## src/hdl/http_request_framer_unit_macros.svh

```systemverilog
// assertion macros for the http request framer
`ifndef HTTP_REQUEST_FRAMER_UNIT_MACROS_SVH
`define HTTP_REQUEST_FRAMER_UNIT_MACROS_SVH

// implication checked at every edge outside reset
`define HRF_ASSERT_IMP(label, ante, cons) \
    label: assert property (@(posedge aclk) disable iff (!aresetn) (ante) |-> (cons)) \
        else $error("hrf check failed");

// implication checked in the cycle after the antecedent
`define HRF_ASSERT_NEXT(label, ante, cons) \
    label: assert property (@(posedge aclk) disable iff (!aresetn) (ante) |=> (cons)) \
        else $error("hrf check failed");

`endif

```

## src/hdl/hrf_pkg.sv

```systemverilog
package hrf_pkg;

    typedef enum logic [1:0] {PH_REQ, PH_HDR, PH_BODY} phase_t;
    typedef enum logic [1:0] {KS_LEAD, KS_KEY, KS_TRAIL, KS_VALUE} key_stage_t;
    typedef enum logic [1:0] {VS_BEFORE, VS_SIGN, VS_DIGITS, VS_STOP} value_stage_t;

    localparam logic [1:0] ST_BUSY  = 2'd0;
    localparam logic [1:0] ST_DONE  = 2'd1;
    localparam logic [1:0] ST_ERROR = 2'd2;

    localparam logic [7:0] CH_CR    = 8'd13;
    localparam logic [7:0] CH_LF    = 8'd10;
    localparam logic [7:0] CH_COLON = 8'd58;
    localparam logic [7:0] CH_PLUS  = 8'd43;
    localparam logic [7:0] CH_MINUS = 8'd45;
    localparam logic [31:0] LEN_MAX = 32'hFFFF_FFFF;
    localparam logic [31:0] MAX_BODY_RESET = 32'd1048576;

    typedef struct packed {
        logic [7:0] data;
        logic       is_cr;
        logic       is_lf;
    } item_t;

    typedef struct packed {
        phase_t       phase;
        logic         pending_cr;
        logic [1:0]   token_count;
        logic         inside_token;
        logic [2:0]   method_pos;
        logic         method_mismatch;
        logic         line_empty;
        logic [3:0]   key_pos;
        key_stage_t   key_stage;
        logic         key_mismatch;
        value_stage_t value_stage;
        logic         value_negative;
        logic         value_failed;
        logic [31:0]  value_accum;
        logic [31:0]  length_value;
        logic [31:0]  body_remaining;
    } pstate_t;

    typedef struct packed {
        pstate_t    st;
        logic [1:0] status;
    } end_res_t;

    typedef struct packed {
        logic [1:0]  status;
        logic        is_body;
        logic [7:0]  body_byte;
        logic        method_post;
        logic [31:0] req_length;
    } result_t;

    function automatic logic is_space_any(input logic [7:0] c);
        return (c == 8'd32) || (c >= 8'd9 && c <= 8'd13);
    endfunction

    function automatic logic is_blank(input logic [7:0] c);
        return (c == 8'd32) || (c == 8'd9);
    endfunction

    function automatic logic [7:0] post_char(input logic [2:0] p);
        case (p)
            3'd0: return 8'h50;
            3'd1: return 8'h4F;
            3'd2: return 8'h53;
            3'd3: return 8'h54;
            default: return 8'h00;
        endcase
    endfunction

    function automatic logic [7:0] clen_char(input logic [3:0] p);
        case (p)
            4'd0: return 8'h63;
            4'd1: return 8'h6F;
            4'd2: return 8'h6E;
            4'd3: return 8'h74;
            4'd4: return 8'h65;
            4'd5: return 8'h6E;
            4'd6: return 8'h74;
            4'd7: return 8'h2D;
            4'd8: return 8'h6C;
            4'd9: return 8'h65;
            4'd10: return 8'h6E;
            4'd11: return 8'h67;
            4'd12: return 8'h74;
            4'd13: return 8'h68;
            default: return 8'h00;
        endcase
    endfunction

    function automatic pstate_t clear_line(input pstate_t s);
        pstate_t n;
        n = s;
        n.line_empty = 1'b1;
        n.key_pos = 4'd0;
        n.key_stage = KS_LEAD;
        n.key_mismatch = 1'b0;
        n.value_stage = VS_BEFORE;
        n.value_negative = 1'b0;
        n.value_failed = 1'b0;
        n.value_accum = 32'd0;
        return n;
    endfunction

    function automatic pstate_t reset_state();
        pstate_t n;
        n = '0;
        n.phase = PH_REQ;
        n.line_empty = 1'b1;
        n.key_stage = KS_LEAD;
        n.value_stage = VS_BEFORE;
        return n;
    endfunction

    function automatic pstate_t take_value_char(input pstate_t s, input logic [7:0] c);
        pstate_t n;
        logic [35:0] prod;
        n = s;
        prod = {4'd0, s.value_accum} * 36'd10 + {28'd0, c - 8'd48};
        if (s.value_stage == VS_STOP || s.value_failed) begin
            n = s;
        end else if (s.value_stage == VS_BEFORE && is_space_any(c)) begin
            n = s;
        end else if (s.value_stage == VS_BEFORE && (c == CH_PLUS || c == CH_MINUS)) begin
            n.value_negative = (c == CH_MINUS);
            n.value_stage = VS_SIGN;
        end else if (!(c >= 8'd48 && c <= 8'd57)) begin
            if (s.value_stage == VS_DIGITS) n.value_stage = VS_STOP;
            else n.value_failed = 1'b1;
        end else begin
            n.value_stage = VS_DIGITS;
            n.value_accum = (prod[35:32] != 4'd0) ? LEN_MAX : prod[31:0];
        end
        return n;
    endfunction

    function automatic pstate_t take_line_byte(input pstate_t s, input logic [7:0] c);
        pstate_t n;
        logic [7:0] lc;
        n = s;
        n.line_empty = 1'b0;
        lc = (c >= 8'd65 && c <= 8'd90) ? c + 8'd32 : c;
        if (s.phase == PH_REQ) begin
            if (is_space_any(c)) begin
                n.inside_token = 1'b0;
            end else begin
                if (!s.inside_token) begin
                    n.inside_token = 1'b1;
                    if (s.token_count < 2'd3) n.token_count = s.token_count + 2'd1;
                end
                if (n.token_count == 2'd1) begin
                    if (s.method_pos >= 3'd4 || c != post_char(s.method_pos))
                        n.method_mismatch = 1'b1;
                    if (s.method_pos < 3'd5) n.method_pos = s.method_pos + 3'd1;
                end
            end
        end else if (s.key_stage == KS_VALUE) begin
            n = take_value_char(n, c);
        end else if (c == CH_COLON) begin
            n.key_stage = KS_VALUE;
        end else if (is_blank(c)) begin
            if (s.key_stage == KS_KEY) n.key_stage = KS_TRAIL;
        end else begin
            if (s.key_stage == KS_TRAIL) n.key_mismatch = 1'b1;
            n.key_stage = KS_KEY;
            if (s.key_pos >= 4'd14 || lc != clen_char(s.key_pos)) n.key_mismatch = 1'b1;
            if (s.key_pos < 4'd15) n.key_pos = s.key_pos + 4'd1;
        end
        return n;
    endfunction

    function automatic logic post_flag(input pstate_t s);
        return (s.phase != PH_REQ) && !s.method_mismatch && (s.method_pos == 3'd4);
    endfunction

    function automatic end_res_t end_line(input pstate_t s, input logic [31:0] max_len);
        end_res_t r;
        r.st = s;
        r.status = ST_BUSY;
        if (s.phase == PH_REQ) begin
            if (s.token_count < 2'd3) begin
                r.status = ST_ERROR;
            end else begin
                if (s.method_pos != 3'd4) r.st.method_mismatch = 1'b1;
                r.st.phase = PH_HDR;
                r.st = clear_line(r.st);
            end
        end else if (s.line_empty) begin
            if (post_flag(s) && s.length_value != 32'd0) begin
                if (s.length_value > max_len) begin
                    r.status = ST_ERROR;
                end else begin
                    r.st.phase = PH_BODY;
                    r.st.body_remaining = s.length_value;
                    r.st = clear_line(r.st);
                end
            end else begin
                r.status = ST_DONE;
            end
        end else begin
            if (s.key_stage == KS_VALUE && !s.key_mismatch && s.key_pos == 4'd14) begin
                if (s.value_failed || s.value_stage == VS_BEFORE || s.value_stage == VS_SIGN)
                    r.status = ST_ERROR;
                else if (s.value_negative && s.value_accum != 32'd0)
                    r.st.length_value = LEN_MAX;
                else
                    r.st.length_value = s.value_accum;
            end
            if (r.status == ST_BUSY) r.st = clear_line(r.st);
        end
        return r;
    endfunction

endpackage

```

## src/hdl/http_request_framer_unit.sv

```systemverilog
// byte-serial http request framer: one request byte per item on s_, one result per item on m_.
// a byte is taken every cycle unless a full queue holds the input; each byte passes a classify register,
// the queue and a result register. the parser keeps a single state word updated once per byte in the
// back end, and the queue lets the input keep flowing until its FIFO_DEPTH entries fill while the output is held.
// max_body_length sits at apb address 0; the user must write it only while the block is idle (not enforced).
`include "http_request_framer_unit_macros.svh"

module http_request_framer_unit #(
    parameter int FIFO_DEPTH = 4
) (
    input  logic        aclk,
    input  logic        aresetn,
    input  logic        s_tvalid,
    output logic        s_tready,
    input  logic [7:0]  s_tdata,   // data_byte
    output logic        m_tvalid,
    input  logic        m_tready,
    // status[1:0], is_body[2], body_byte[10:3], method_post[11], req_length[43:12]
    output logic [47:0] m_tdata,
    input  logic        psel,
    input  logic        penable,
    input  logic        pwrite,
    input  logic [2:0]  paddr,
    input  logic [31:0] pwdata,
    output logic [31:0] prdata,
    output logic        pready
);
    import hrf_pkg::*;

    logic [31:0] max_body_length_reg;
    logic        f_valid, f_ready, b_valid, b_ready;
    item_t       f_item, b_item;
    result_t     res;

    assign pready = 1'b1;
    assign prdata = paddr[2] ? 32'd0 : max_body_length_reg;

    always_ff @(posedge aclk) begin
        if (!aresetn) begin
            max_body_length_reg <= MAX_BODY_RESET;
        end else if (psel && penable && pwrite && !paddr[2]) begin
            max_body_length_reg <= pwdata;
        end
    end

    hrf_front u_front (
        .aclk, .aresetn, .s_tvalid, .s_tready, .s_data(s_tdata),
        .q_valid(f_valid), .q_ready(f_ready), .q_item(f_item)
    );

    hrf_fifo #(.DEPTH(FIFO_DEPTH)) u_fifo (
        .aclk, .aresetn, .wr_valid(f_valid), .wr_ready(f_ready), .wr_item(f_item),
        .rd_valid(b_valid), .rd_ready(b_ready), .rd_item(b_item)
    );

    hrf_back u_back (
        .aclk, .aresetn, .max_body_length(max_body_length_reg),
        .q_valid(b_valid), .q_ready(b_ready), .q_item(b_item),
        .m_valid(m_tvalid), .m_ready(m_tready), .m_result(res)
    );

    assign m_tdata = {4'd0, res.req_length, res.method_post, res.body_byte,
                      res.is_body, res.status};

    `HRF_ASSERT_IMP(a_status_code, m_tvalid, m_tdata[1:0] != 2'd3)
    `HRF_ASSERT_IMP(a_error_no_post, m_tvalid && m_tdata[1:0] == ST_ERROR, !m_tdata[11])
    `HRF_ASSERT_IMP(a_body_zero, m_tvalid && !m_tdata[2], m_tdata[10:3] == 8'd0)
    `HRF_ASSERT_NEXT(a_output_fed, !m_tvalid && !b_valid, !m_tvalid)
endmodule

```

## src/hdl/hrf_front.sv

```systemverilog
module hrf_front (
    input  logic          aclk,
    input  logic          aresetn,
    input  logic          s_tvalid,
    output logic          s_tready,
    input  logic [7:0]    s_data,
    output logic          q_valid,
    input  logic          q_ready,
    output hrf_pkg::item_t q_item
);
    import hrf_pkg::*;

    logic  valid_reg;
    item_t item_reg;

    assign s_tready = !valid_reg || q_ready;
    assign q_valid  = valid_reg;
    assign q_item   = item_reg;

    always_ff @(posedge aclk) begin
        if (!aresetn) begin
            valid_reg <= 1'b0;
        end else if (s_tready) begin
            valid_reg <= s_tvalid;
        end
        if (s_tready && s_tvalid) begin
            item_reg.data  <= s_data;
            item_reg.is_cr <= (s_data == CH_CR);
            item_reg.is_lf <= (s_data == CH_LF);
        end
    end
endmodule

```

## src/hdl/hrf_fifo.sv

```systemverilog
module hrf_fifo #(
    parameter int DEPTH = 4
) (
    input  logic           aclk,
    input  logic           aresetn,
    input  logic           wr_valid,
    output logic           wr_ready,
    input  hrf_pkg::item_t wr_item,
    output logic           rd_valid,
    input  logic           rd_ready,
    output hrf_pkg::item_t rd_item
);
    import hrf_pkg::*;

    localparam int AW = (DEPTH > 1) ? $clog2(DEPTH) : 1;
    localparam int CW = $clog2(DEPTH + 1);

    item_t           mem [DEPTH];
    logic [AW-1:0]   wptr_reg, rptr_reg;
    logic [CW-1:0]   count_reg;
    logic            push, pop;

    assign wr_ready = (count_reg != CW'(DEPTH));
    assign rd_valid = (count_reg != '0);
    assign rd_item  = mem[rptr_reg];
    assign push = wr_valid && wr_ready;
    assign pop  = rd_valid && rd_ready;

    always_ff @(posedge aclk) begin
        if (!aresetn) begin
            wptr_reg  <= '0;
            rptr_reg  <= '0;
            count_reg <= '0;
        end else begin
            if (push) wptr_reg <= (wptr_reg == AW'(DEPTH - 1)) ? '0 : wptr_reg + AW'(1);
            if (pop)  rptr_reg <= (rptr_reg == AW'(DEPTH - 1)) ? '0 : rptr_reg + AW'(1);
            if (push && !pop) count_reg <= count_reg + CW'(1);
            else if (pop && !push) count_reg <= count_reg - CW'(1);
        end
        if (push) mem[wptr_reg] <= wr_item;
    end
endmodule

```

## src/hdl/hrf_back.sv

```systemverilog
module hrf_back (
    input  logic             aclk,
    input  logic             aresetn,
    input  logic [31:0]      max_body_length,
    input  logic             q_valid,
    output logic             q_ready,
    input  hrf_pkg::item_t   q_item,
    output logic             m_valid,
    input  logic             m_ready,
    output hrf_pkg::result_t m_result
);
    import hrf_pkg::*;

    pstate_t  st_reg, st_next;
    result_t  res_reg, res_next;
    logic     valid_reg;
    end_res_t er;
    pstate_t  n;

    assign q_ready  = !valid_reg || m_ready;
    assign m_valid  = valid_reg;
    assign m_result = res_reg;

    always_comb begin
        n = st_reg;
        res_next = '0;
        er = '0;
        if (st_reg.phase == PH_BODY) begin
            res_next.is_body = 1'b1;
            res_next.body_byte = q_item.data;
            if (st_reg.body_remaining != 32'd0) n.body_remaining = st_reg.body_remaining - 32'd1;
            if (n.body_remaining == 32'd0) res_next.status = ST_DONE;
        end else if (st_reg.pending_cr) begin
            if (q_item.is_lf) begin
                n.pending_cr = 1'b0;
                er = end_line(n, max_body_length);
                n = er.st;
                res_next.status = er.status;
            end else begin
                n = take_line_byte(n, CH_CR);
                if (q_item.is_cr) begin
                    n.pending_cr = 1'b1;
                end else begin
                    n.pending_cr = 1'b0;
                    n = take_line_byte(n, q_item.data);
                end
            end
        end else if (q_item.is_cr) begin
            n.pending_cr = 1'b1;
        end else begin
            n = take_line_byte(n, q_item.data);
        end
        res_next.method_post = (res_next.status != ST_ERROR) && post_flag(n);
        res_next.req_length = n.length_value;
        st_next = (res_next.status != ST_BUSY) ? reset_state() : n;
    end

    always_ff @(posedge aclk) begin
        if (!aresetn) begin
            valid_reg <= 1'b0;
            st_reg    <= reset_state();
        end else if (q_ready) begin
            valid_reg <= q_valid;
            if (q_valid) st_reg <= st_next;
        end
        if (q_ready && q_valid) res_reg <= res_next;
    end
endmodule

```

## config.mk

```make
export PLATFORM = sky130hd
export DESIGN_NAME = http_request_framer_unit
export DESIGN_NICKNAME = d
export VERILOG_FILES = /design/src/hdl/hrf_pkg.sv /design/src/hdl/http_request_framer_unit.sv /design/src/hdl/hrf_front.sv /design/src/hdl/hrf_fifo.sv /design/src/hdl/hrf_back.sv
export VERILOG_INCLUDE_DIRS = /design/src /design/src/hdl
export SDC_FILE = /design/constraint.sdc
export NUM_CORES = 1
export LEC_CHECK = 0
export BUFFER_PORTS_ARGS = -buffer_cell sky130_fd_sc_hd__buf_2
export CAP_MARGIN = 20
export CORE_MARGIN = 1.5
export CORE_UTILIZATION = 59
export CTS_CLUSTER_DIAMETER = 30
export DETAILED_ROUTE_END_ITERATION = 10
export GPL_TIMING_DRIVEN = 1
export MAX_ROUTING_LAYER = met4
export PLACE_DENSITY_LB_ADDON = 0.15
export SETUP_SLACK_MARGIN = 0.5
export SYNTH_ARGS = -nofsm -noshare
export SYNTH_HDL_FRONTEND = slang
export SYNTH_HIERARCHICAL = 1
export SYNTH_SLANG_ARGS = --single-unit
```

## constraint.sdc

```tcl
create_clock -name aclk -period 5.6 [get_ports aclk]
set_input_delay 1.12 -clock aclk [delete_from_list [all_inputs] [get_ports aclk]]
set_output_delay 1.12 -clock aclk [all_outputs]
set_load 0.03 [all_outputs]
```

Word-level counts from Yosys, hierarchy flattened
Memory sizes are Yosys's and may differ from the RTL's. A register that Yosys moved wholly into a read port is not among the register bits. Cells that the tools add are included.

Add/subtract/negate cells: 15. Multipliers: 2. Order comparisons: 17. Equality and inequality tests: 62. Multiplexer cells: 196. Reductions and logical operators: 81.

Operator list (number): two-way mux 118 bit (17); two-way mux 108 bit (6); two-way mux 100 bit (6); two-way mux 32 bit (11); two-way mux 8 bit (34); two-way mux 120 bit (2); two-way mux 115 bit (2); two-way mux 107 bit (1); two-way mux 33 bit (3); nonzero test 32 bit (3); two-way mux 86 bit (1); adder 36 x 8 -> 36 bit (2); two-way mux 2 bit (36); two-way mux 36 bit (2); multiplier 32 x 3 -> 35 bit, second input constant (2); two-way mux 3 bit (22); two-way mux 4 bit (14); two-way mux 7 bit (8); case mux 7 bit (4 select lines) (2); == test 8 x 6 -> 1 bit, second input constant (4); > comparator 32 bit (1); logical NOT 32 bit (1); inequality test 8 bit (4); subtractor 32 x 1 -> 32 bit, second input constant (1); other kinds (56) (188).

Register bits after elaboration: 213. Bits in writable memories: 40. Memory bits (read-only): 336. Bits of input ports: 50. Output and inout port bits: 83. Memories kept: 4.

Memories: (name not given) (depth 16, bits a word 7, read ports 1, clocked after Yosys merged registers in 1, wr ports 0, line hrf_pkg.sv:76) `case (p)`; (name not given) (depth 16, bits a word 7, read ports 1, clocked after Yosys merged registers in 0, wr ports 0, line hrf_pkg.sv:76); (name not given) (depth 16, bits a word 7, read ports 1, clocked after Yosys merged registers in 1, wr ports 0, line hrf_pkg.sv:76); u_fifo.mem (depth 4, bits a word 10, read ports 1, clocked after Yosys merged registers in 1, wr ports 1, line hrf_fifo.sv:18) `item_t mem [DEPTH];`.

Logic depth before layout (Yosys ltp)
Gate-level depths: netlist (run 1).

Word-level depth: 38. Depth in mapped cells: 19. Depth with buffers taken out: 16.

Cells and area by module
The synthesis (run 1) kept the hierarchy.

Modules (own cells, without submodules): hrf_back (instances 1, cells an instance 1844, area each 14528.9 µm², seq. area each 3843.7 µm²); hrf_fifo (instances 1, cells an instance 103, area each 1920.6 µm², seq. area each 1381.3 µm²); http_request_framer_unit (instances 1, cells an instance 182, area each 1576.5 µm², seq. area each 640.6 µm²); hrf_front (instances 1, cells an instance 21, area each 391.6 µm², seq. area each 320.3 µm²).

Least setup slack after synthesis (run 1)
No wires, ideal clock.

Kind: register to register. Start point: register with a tool-made name. End point: register with a tool-made name. Arrival time: 4.589 ns. Data required time: 5.478 ns. Setup slack: 0.889 ns. Stages on the path, launching flop included: 20. Path buffers: 3. Period minus slack after synthesis: 4.711 ns. Cell sequence: dfxtp_1 > buf_2 > mux4_2 > clkbuf_1 > inv_1 > ha_1 > or3b_2 > a21boi_0 > o21ai_0 > and2_1 > or2_2 > and2_1 > clkbuf_1 > nand2_1 > nand3_1 > a21oi_1 > inv_1 > ha_1 > nor2_1 > a221o_1.

==> run summary, run 1 <==
WL/cell: 20.3 microns
Worst EP required: 6.08 ns
slowest stage delay, CP: 0.60 ns
CP max-delay cell: or4_1
Max clock buf depth: 3
WHS: 0.472 ns
sw frac: 0.394
count of different cell masters after synthesis: 103
post-synth design cell area: 0.0184 sq mm
crit start category: flip-flop
critical path startpoint: u_back/st_reg[0]$_SDFFE_PN0P_
share of post-route cells with drive strength above 1: 0.157
FF/Latch Area: 0.00619 sq mm
first-pass GRT wire length: 86200 microns
TNS Setup: 0 ns
io pins: 133
top_reg_cell synth: dfxtp_1
synthesis warning total: 6
Root Buffer: clkbuf_16
fmax: 0.203 GHz
first-pass iteration count of the detailed router: 7
die area: 0.0323 sq mm
total number of vias: 17500
vias per inst: 6.53
Total GRT Usage: 0.337
status: complete, no violations
RR Startpoint: u_back/st_reg[0]$_SDFFE_PN0P_
post-synthesis adder-cell area fraction: 0.0929
clk_skew: 0.0534 ns
Worst Path Max Fanout: 10
Clock Latency Late Sink: 0.62 ns
placed cells: 2567
RSZ-0062 raised after global routing: no
Internal Power: 5.67 mW
Synth Area in Simple Gates: 0.223
CORE AREA: 0.0307 sq mm
Post-layout nets: 2426
CTS Sinks: 262
min-delay worst type: reg2reg
Port-buffer cells: 125
post-synthesis compound-gate area fraction: 0.219
drc violations: 0
CP bufs+invs: 2
Die Wd: 180 microns
Least-Margin Pin Slew: 0.994 ns
H-tree level count: 2
Crit path max-delay family: simple AND/OR/NAND/NOR gates
period utilization: 0.879
Synth Area per Inst: 8.57 sq um
Setup CP Type: reg2reg
ant diodes: 0
max reg flops: 118
Seq cells post-synth: 262
register area share after synthesis: 0.336
vias in the first global route: 16100
Post-Synthesis Cells: 2150
Max-slew headroom: 0.337
CP Cell Sequence: inv_1 -> ha_1 -> nor3b_4 -> nand3_2 -> or3_1 -> nand3_1 -> nand3_1 -> or4_1 -> nor4_2 -> buf_4 -> o211a_1 -> o211ai_1 -> ha_1 -> nor2_1 -> a221o_1
Starting Density: 0.601
Flop pwr share: 0.263
1st-iter DRT viols: 1837
Lkg Pwr: 8.66 nW
hold-fix buffers at CTS: 0
number of synthesized flops with an enable pin: 94
asr flop ratio synth: 0
number of CTS-inserted buffers: 58
Worst Hold Launch: max_body_length_reg[30]$_SDFFE_PN0P_
Reg clk slew, reported paths: 0.05 ns
CTS tree: yes
pin count of the biggest net entering global routing: 76
final setup violation count: 0
Post-Synth XOR/XNOR Area: 0.0357
initial antenna violation count: 0
CP Capture Type: flip-flop
routability cong.: 1.07
combinational power share: 0.364
VDD IR max: 0.000362 V
Routed Antenna Nets: 0
clock share of power: 0.373
Tmin final: 4.92 ns
Layout fillers: 2384
std cell rows: 64
switching power: 3.70 mW
total power: 9.37 mW
Layout area overhead: 16.5%
final wirelength: 54600 microns
gr ovfl total: 0
crit path DAT: 5.41 ns
Post-Layout Cell Count: 2687
final hold violation count: 0
Die H: 180 microns
multiplexer area fraction after synthesis: 0.0382
area of the multi-input gates: 0.0113 sq mm
max cap viols: 0
post-DP HPWL: 38800 microns
largest family of logic cells by synthesized area: simple AND/OR/NAND/NOR gates
max-slew violations: 0
Pwr Density: 437 mW/mm^2
[worst register-to-register path, cell delays in order (launching register included)]
cell and delay (ns):
dfxtp_1 0.39, inv_1 0.15, ha_1 0.27, nor3b_4 0.31
nand3_2 0.14, or3_1 0.52, nand3_1 0.20, nand3_1 0.16
or4_1 0.60, nor4_2 0.48, buf_4 0.29, o211a_1 0.18
o211ai_1 0.28, ha_1 0.46, nor2_1 0.06, a221o_1 0.34
[per-layer routing]
metal	track usage	wire [microns]
met1	0.459	23900
met2	0.506	24400
met3	0.0462	4340
met4	0.134	2020
met5	-	0
[power groups by stage]
stage	logic [mW]	clock network, mW	registers [mW]
final	3.41	3.49	2.47
after CTS	3.33	3.52	2.47
after detailed placement	3.30	0	2.50
after floorplan	2.12	0	2.77
after global routing	3.69	3.63	2.49
after global placement	3.27	0	2.49
[cell families after synthesis]
kind of cell / count (synthesis)
buffers and inverters: 238
DFF: 262
and+or+nand+nor: 795
muxes: 56
AOI/OAI and AO/OA: 587
adders and majority gates: 135
other: 2
xor gates and xnor gates: 75
[through the flow]
step / instance area (sq um) / utilization / setup slack [ns]
6_report: 21500 / 0.699 / 0.675
5_1_grt: 21500 / 0.699 / 0.428
4_1_cts: 21300 / 0.694 / 0.524
3_5_place_dp: 19200 / 0.627 / 0.380
3_3_place_gp: 19200 / 0.627 / 0.494
2_1_floorplan: 18400 / - / 0.889
[cells in the final DEF (no fill, tap or decap), drive strengths merged, types with 12 or more instances in the layout]
master	count
o211ai	49
or4	14
or3	22
edfxtp	94
mux2i	42
a211oi	30
nand3	85
and3	25
o22ai	12
nor3	54
dfxtp	168
inv	111
nor4	51
nand2	235
o22a	34
xnor2	54
o21a	17
ha	132
nor2	142
nand2b	16
and2	23
o31ai	23
a22o	32
nand4	38
a21oi	155
nor2b	41
clkbuf	63
o21ai	92
buf	173
xor2	21
clkinv	18
[path summary, 6_finish.rpt]
check	end	slack, ns	cells after the start
max	flip-flop	0.68	15
min	max_body_length_reg[30]$_SDFFE_PN0P_	0.47	2
max reg2reg	flip-flop	0.68	15
min reg2reg	max_body_length_reg[30]$_SDFFE_PN0P_	0.47	2
[area by class of cell]
cell class / instances / share of cell area
Clock inverter: 47 / 0.0258
Timing Repair Buffer: 173 / 0.0479
Inverter: 93 / 0.0164
Multi-Input combinational cell: 1653 / 0.528
Sequential cell: 262 / 0.288
Clock buffer: 63 / 0.0705
Tap cell: 396 / 0.0231
[Yosys cell counts, types with 20 or more instances]
cell        n  share of area
nand3_1    84          0.023
nand4_1    38          0.013
edfxtp_1   94           0.15
o211ai_1   49          0.020
o22a_1     34          0.016
a211oi_1   29          0.012
clkbuf_1  107          0.022
mux2i_1    41          0.022
inv_1      91          0.019
nor4_1     43          0.015
a22o_1     32          0.015
xor2_1     21          0.010
o21ai_0    88          0.024
a21oi_1   155          0.042
xnor2_1    54          0.026
nor2b_1    41          0.014
nor3_1     52          0.014
nor2_1    142          0.029
nand2_1   232          0.047
o31ai_1    23         0.0094
and2_1     22         0.0075
or3_1      20         0.0068
ha_1      132          0.090
and3_1     21         0.0071
dfxtp_1   168           0.18
[timing repair]
action                     4_1_cts  5_1_grt
setup buffers                    0        8
setup endpoints to repair        1       43
pin swaps                        0        2
gates resized for setup          1       11
cloned                           0        0
Power figures use the tool's default switching activity.
==> run 2: changes to the inputs <==
--- a/config.mk
+++ b/config.mk
@@ -14,7 +14,7 @@
 export DETAILED_ROUTE_END_ITERATION = 10
 export GPL_TIMING_DRIVEN = 1
 export MAX_ROUTING_LAYER = met4
-export PLACE_DENSITY_LB_ADDON = 0.15
+export PLACE_DENSITY = 0.86
 export SETUP_SLACK_MARGIN = 0.5
 export SYNTH_ARGS = -nofsm -noshare
 export SYNTH_HDL_FRONTEND = slang
==> run 2 against run 1 <==
  * Clock-buffer cell count increased by 7
  * Wire length increased by 2.3%
  * Maximum frequency increased by 1.3%
  * Design area decreased by 1.3%
  * Die area unchanged
  * Non-clock buffer count decreased by 5
  * Sequential power about the same
==> run summary, run 2 (same netlist as run 1, synthesis figures left out) <==
status: complete, no violations
Internal Power: 5.51 mW (-2.8%)
post-DP HPWL: 38600 microns (-0.66%)
clk_skew: 0.0225 ns (-0.0309 ns)
Post-layout nets: 2415 (-0.45%)
met1 wire length: 21900 microns (-8.4%)
Least-Margin Pin Slew: 1.00 ns (+0.0103 ns)
Clock Latency Late Sink: 0.58 ns (-0.04 ns)
Pwr Density: 427 mW/mm^2 (-2.2%)
max cap viols: 0 (unchanged)
final setup violation count: 0 (unchanged)
WL met3: 5670 microns (+31%)
io pins: 133 (unchanged)
total power: 9.05 mW (-3.5%)
fmax: 0.206 GHz (+1.3%)
Layout area overhead: 15.0%
switching power: 3.53 mW (-4.4%)
WL/cell: 20.9 microns (+3.0%)
RSZ-0062 raised after global routing: no
most common cell after layout, fill and taps aside: nand2_1
clock share of power: 0.349 (-0.024)
Starting Density: 0.601 (unchanged)
final hold violation count: 0 (unchanged)
vias per inst: 6.75 (+3.4%)
first-pass iteration count of the detailed router: 6 (-1)
Layout fillers: 2313 (-3.0%)
Worst EP required: 6.05 ns (-0.03 ns)
Setup CP Type: reg2reg
met2 wire length: 25600 microns (+5.0%)
H-tree level count: 2 (unchanged)
gr ovfl total: 0 (unchanged)
combinational power share: 0.378 (+0.014)
Max clock buf depth: 3 (unchanged)
ant diodes: 0 (unchanged)
CTS Sinks: 262 (unchanged)
Worst Path Max Fanout: 30 (+20)
CP Capture Type: flip-flop
CORE AREA: 0.0307 sq mm (unchanged)
period utilization: 0.868 (-0.0110)
crit path DAT: 5.31 ns (-0.10 ns)
initial antenna violation count: 0 (unchanged)
sw frac: 0.390 (-0.00399)
1st-iter DRT viols: 2056 (+12%)
drc violations: 0 (unchanged)
Tmin final: 4.86 ns (-0.0614 ns)
VDD IR max: 0.000336 V (-7.3%)
CTS tree: yes
Die H: 180 microns (unchanged)
TNS Setup: 0 ns (unchanged)
Lkg Pwr: 8.53 nW (-1.4%)
crit start category: flip-flop
top sig layer: met4
Port-buffer cells: 125 (unchanged)
Max-slew headroom: 0.330 (-0.00690)
most frequent cells in the layout: nand2_1, dfxtp_1, a21oi_1
Reg clk slew, reported paths: 0.05 ns (about the same)
max-slew violations: 0 (unchanged)
final wirelength: 55900 microns (+2.3%)
Die Wd: 180 microns (unchanged)
Total GRT Usage: 0.344 (+0.00742)
routability cong.: 1.03 (-4.2%)
Root Buffer: clkbuf_16
Flop pwr share: 0.273 (+0.010)
Routed Antenna Nets: 0 (unchanged)
vias in the first global route: 16700 (+4.0%)
std cell rows: 64 (unchanged)
max reg flops: 118 (unchanged)
total number of vias: 18000 (+2.7%)
min-delay worst type: reg2reg
share of post-route cells with drive strength above 1: 0.148 (-0.00931)
first-pass GRT wire length: 88700 microns (+2.8%)
die area: 0.0323 sq mm (unchanged)
number of CTS-inserted buffers: 52 (-10%)
pin count of the biggest net entering global routing: 92 (+21%)
-- run 2: cell types whose count changed in the layout (fill, tap and decap cells not counted), moves of 2 or more --
cell,before,now
inv_6,15,4
buf_4,47,41
clkbuf_1,2,6
clkbuf_8,2,6
clkinv_4,7,3
inv_8,4,0
clkinv_2,4,7
a31o_2,4,2
a31o_4,0,2
bufinv_16,5,3
clkinvlp_4,6,4
nor4_2,8,6
-- run 2: cell type report --
type / instances / area, sq um / area share
inverter: 93 / 352 / 0.0166
timing repair buffer: 168 / 982 / 0.0464
sequential: 262 / 6190 / 0.292
multi-input combinational: 1653 / 11300 / 0.535
tap: 396 / 495 / 0.0234
clock inverter: 27 / 280 / 0.0132
clock buffer: 70 / 1560 / 0.0735
-- run 2: power by group through the flow --
stage	sequential [mW]	clock, mW	combinational, mW
after floorplan	2.77	0	2.12
after global placement	2.48	0	3.22
after detailed placement	2.49	0	3.28
after CTS	2.46	3.17	3.31
after global routing	2.49	3.27	3.65
final	2.47	3.16	3.42
-- run 2: layer usage --
| layer | track usage | up-vias |
|---|---|---|
| li1 | - | 8203 |
| met1 | 0.439 | 8407 |
| met2 | 0.544 | 1164 |
| met3 | 0.0462 | 233 |
| met4 | 0.160 | 0 |
| met5 | - | - |
-- run 2: path summary, 6_finish.rpt --
| kind | from | to | slack, ns | cells after the start |
|---|---|---|---|---|
| setup / recovery | u_back/st_reg[72]$_SDFFE_PN0P_ | u_back/st_reg[77]$_SDFFE_PN0P_ | 0.74 | 14 |
| hold / removal | max_body_length_reg[18]$_SDFFE_PN0P_ | max_body_length_reg[18]$_SDFFE_PN0P_ | 0.47 | 2 |
| setup reg to reg | u_back/st_reg[72]$_SDFFE_PN0P_ | u_back/st_reg[77]$_SDFFE_PN0P_ | 0.74 | 14 |
| hold reg to reg | max_body_length_reg[18]$_SDFFE_PN0P_ | max_body_length_reg[18]$_SDFFE_PN0P_ | 0.47 | 2 |
-- run 2: what timing repair did --
action / 4_1_cts / 5_1_grt
setup buffers: 0 / 7
hold buffers: 0 / 0
pin swaps: 0 / 5
endpoints found under the setup margin: 4 / 65
gates resized for setup: 2 / 14
gates cloned: 0 / 0
-- run 2: metrics by stage --
stage / hold slack (ns) / cell area (sq um) / worst slack, ns / std cells / utilization
final: 0.474 / 21200 / 0.737 / 2669 / 0.691
after global routing: 0.493 / 21200 / 0.502 / 2669 / 0.691
after CTS: 0.469 / 21000 / 0.555 / 2660 / 0.685
after detailed placement: 0.464 / 19200 / 0.496 / 2563 / 0.625
after global placement: 0.455 / 19200 / 0.629 / 2563 / 0.625
after floorplan: 0.443 / 18400 / 0.889 / 2153 / -
-- run 2: critical path: stages (launching register included) --
cell and delay [ns]:
dfxtp_1 0.53, ha_1 0.30, ha_1 0.42, a21oi_1 0.18, o21ai_1 0.14, and2_1 0.30
or2_2 0.36, a311o_1 0.42, nor4b_2 0.38, nand4_1 0.31, or4b_1 0.67, nand2_1 0.13
buf_6 0.23, o211ai_1 0.14, a22o_1 0.22
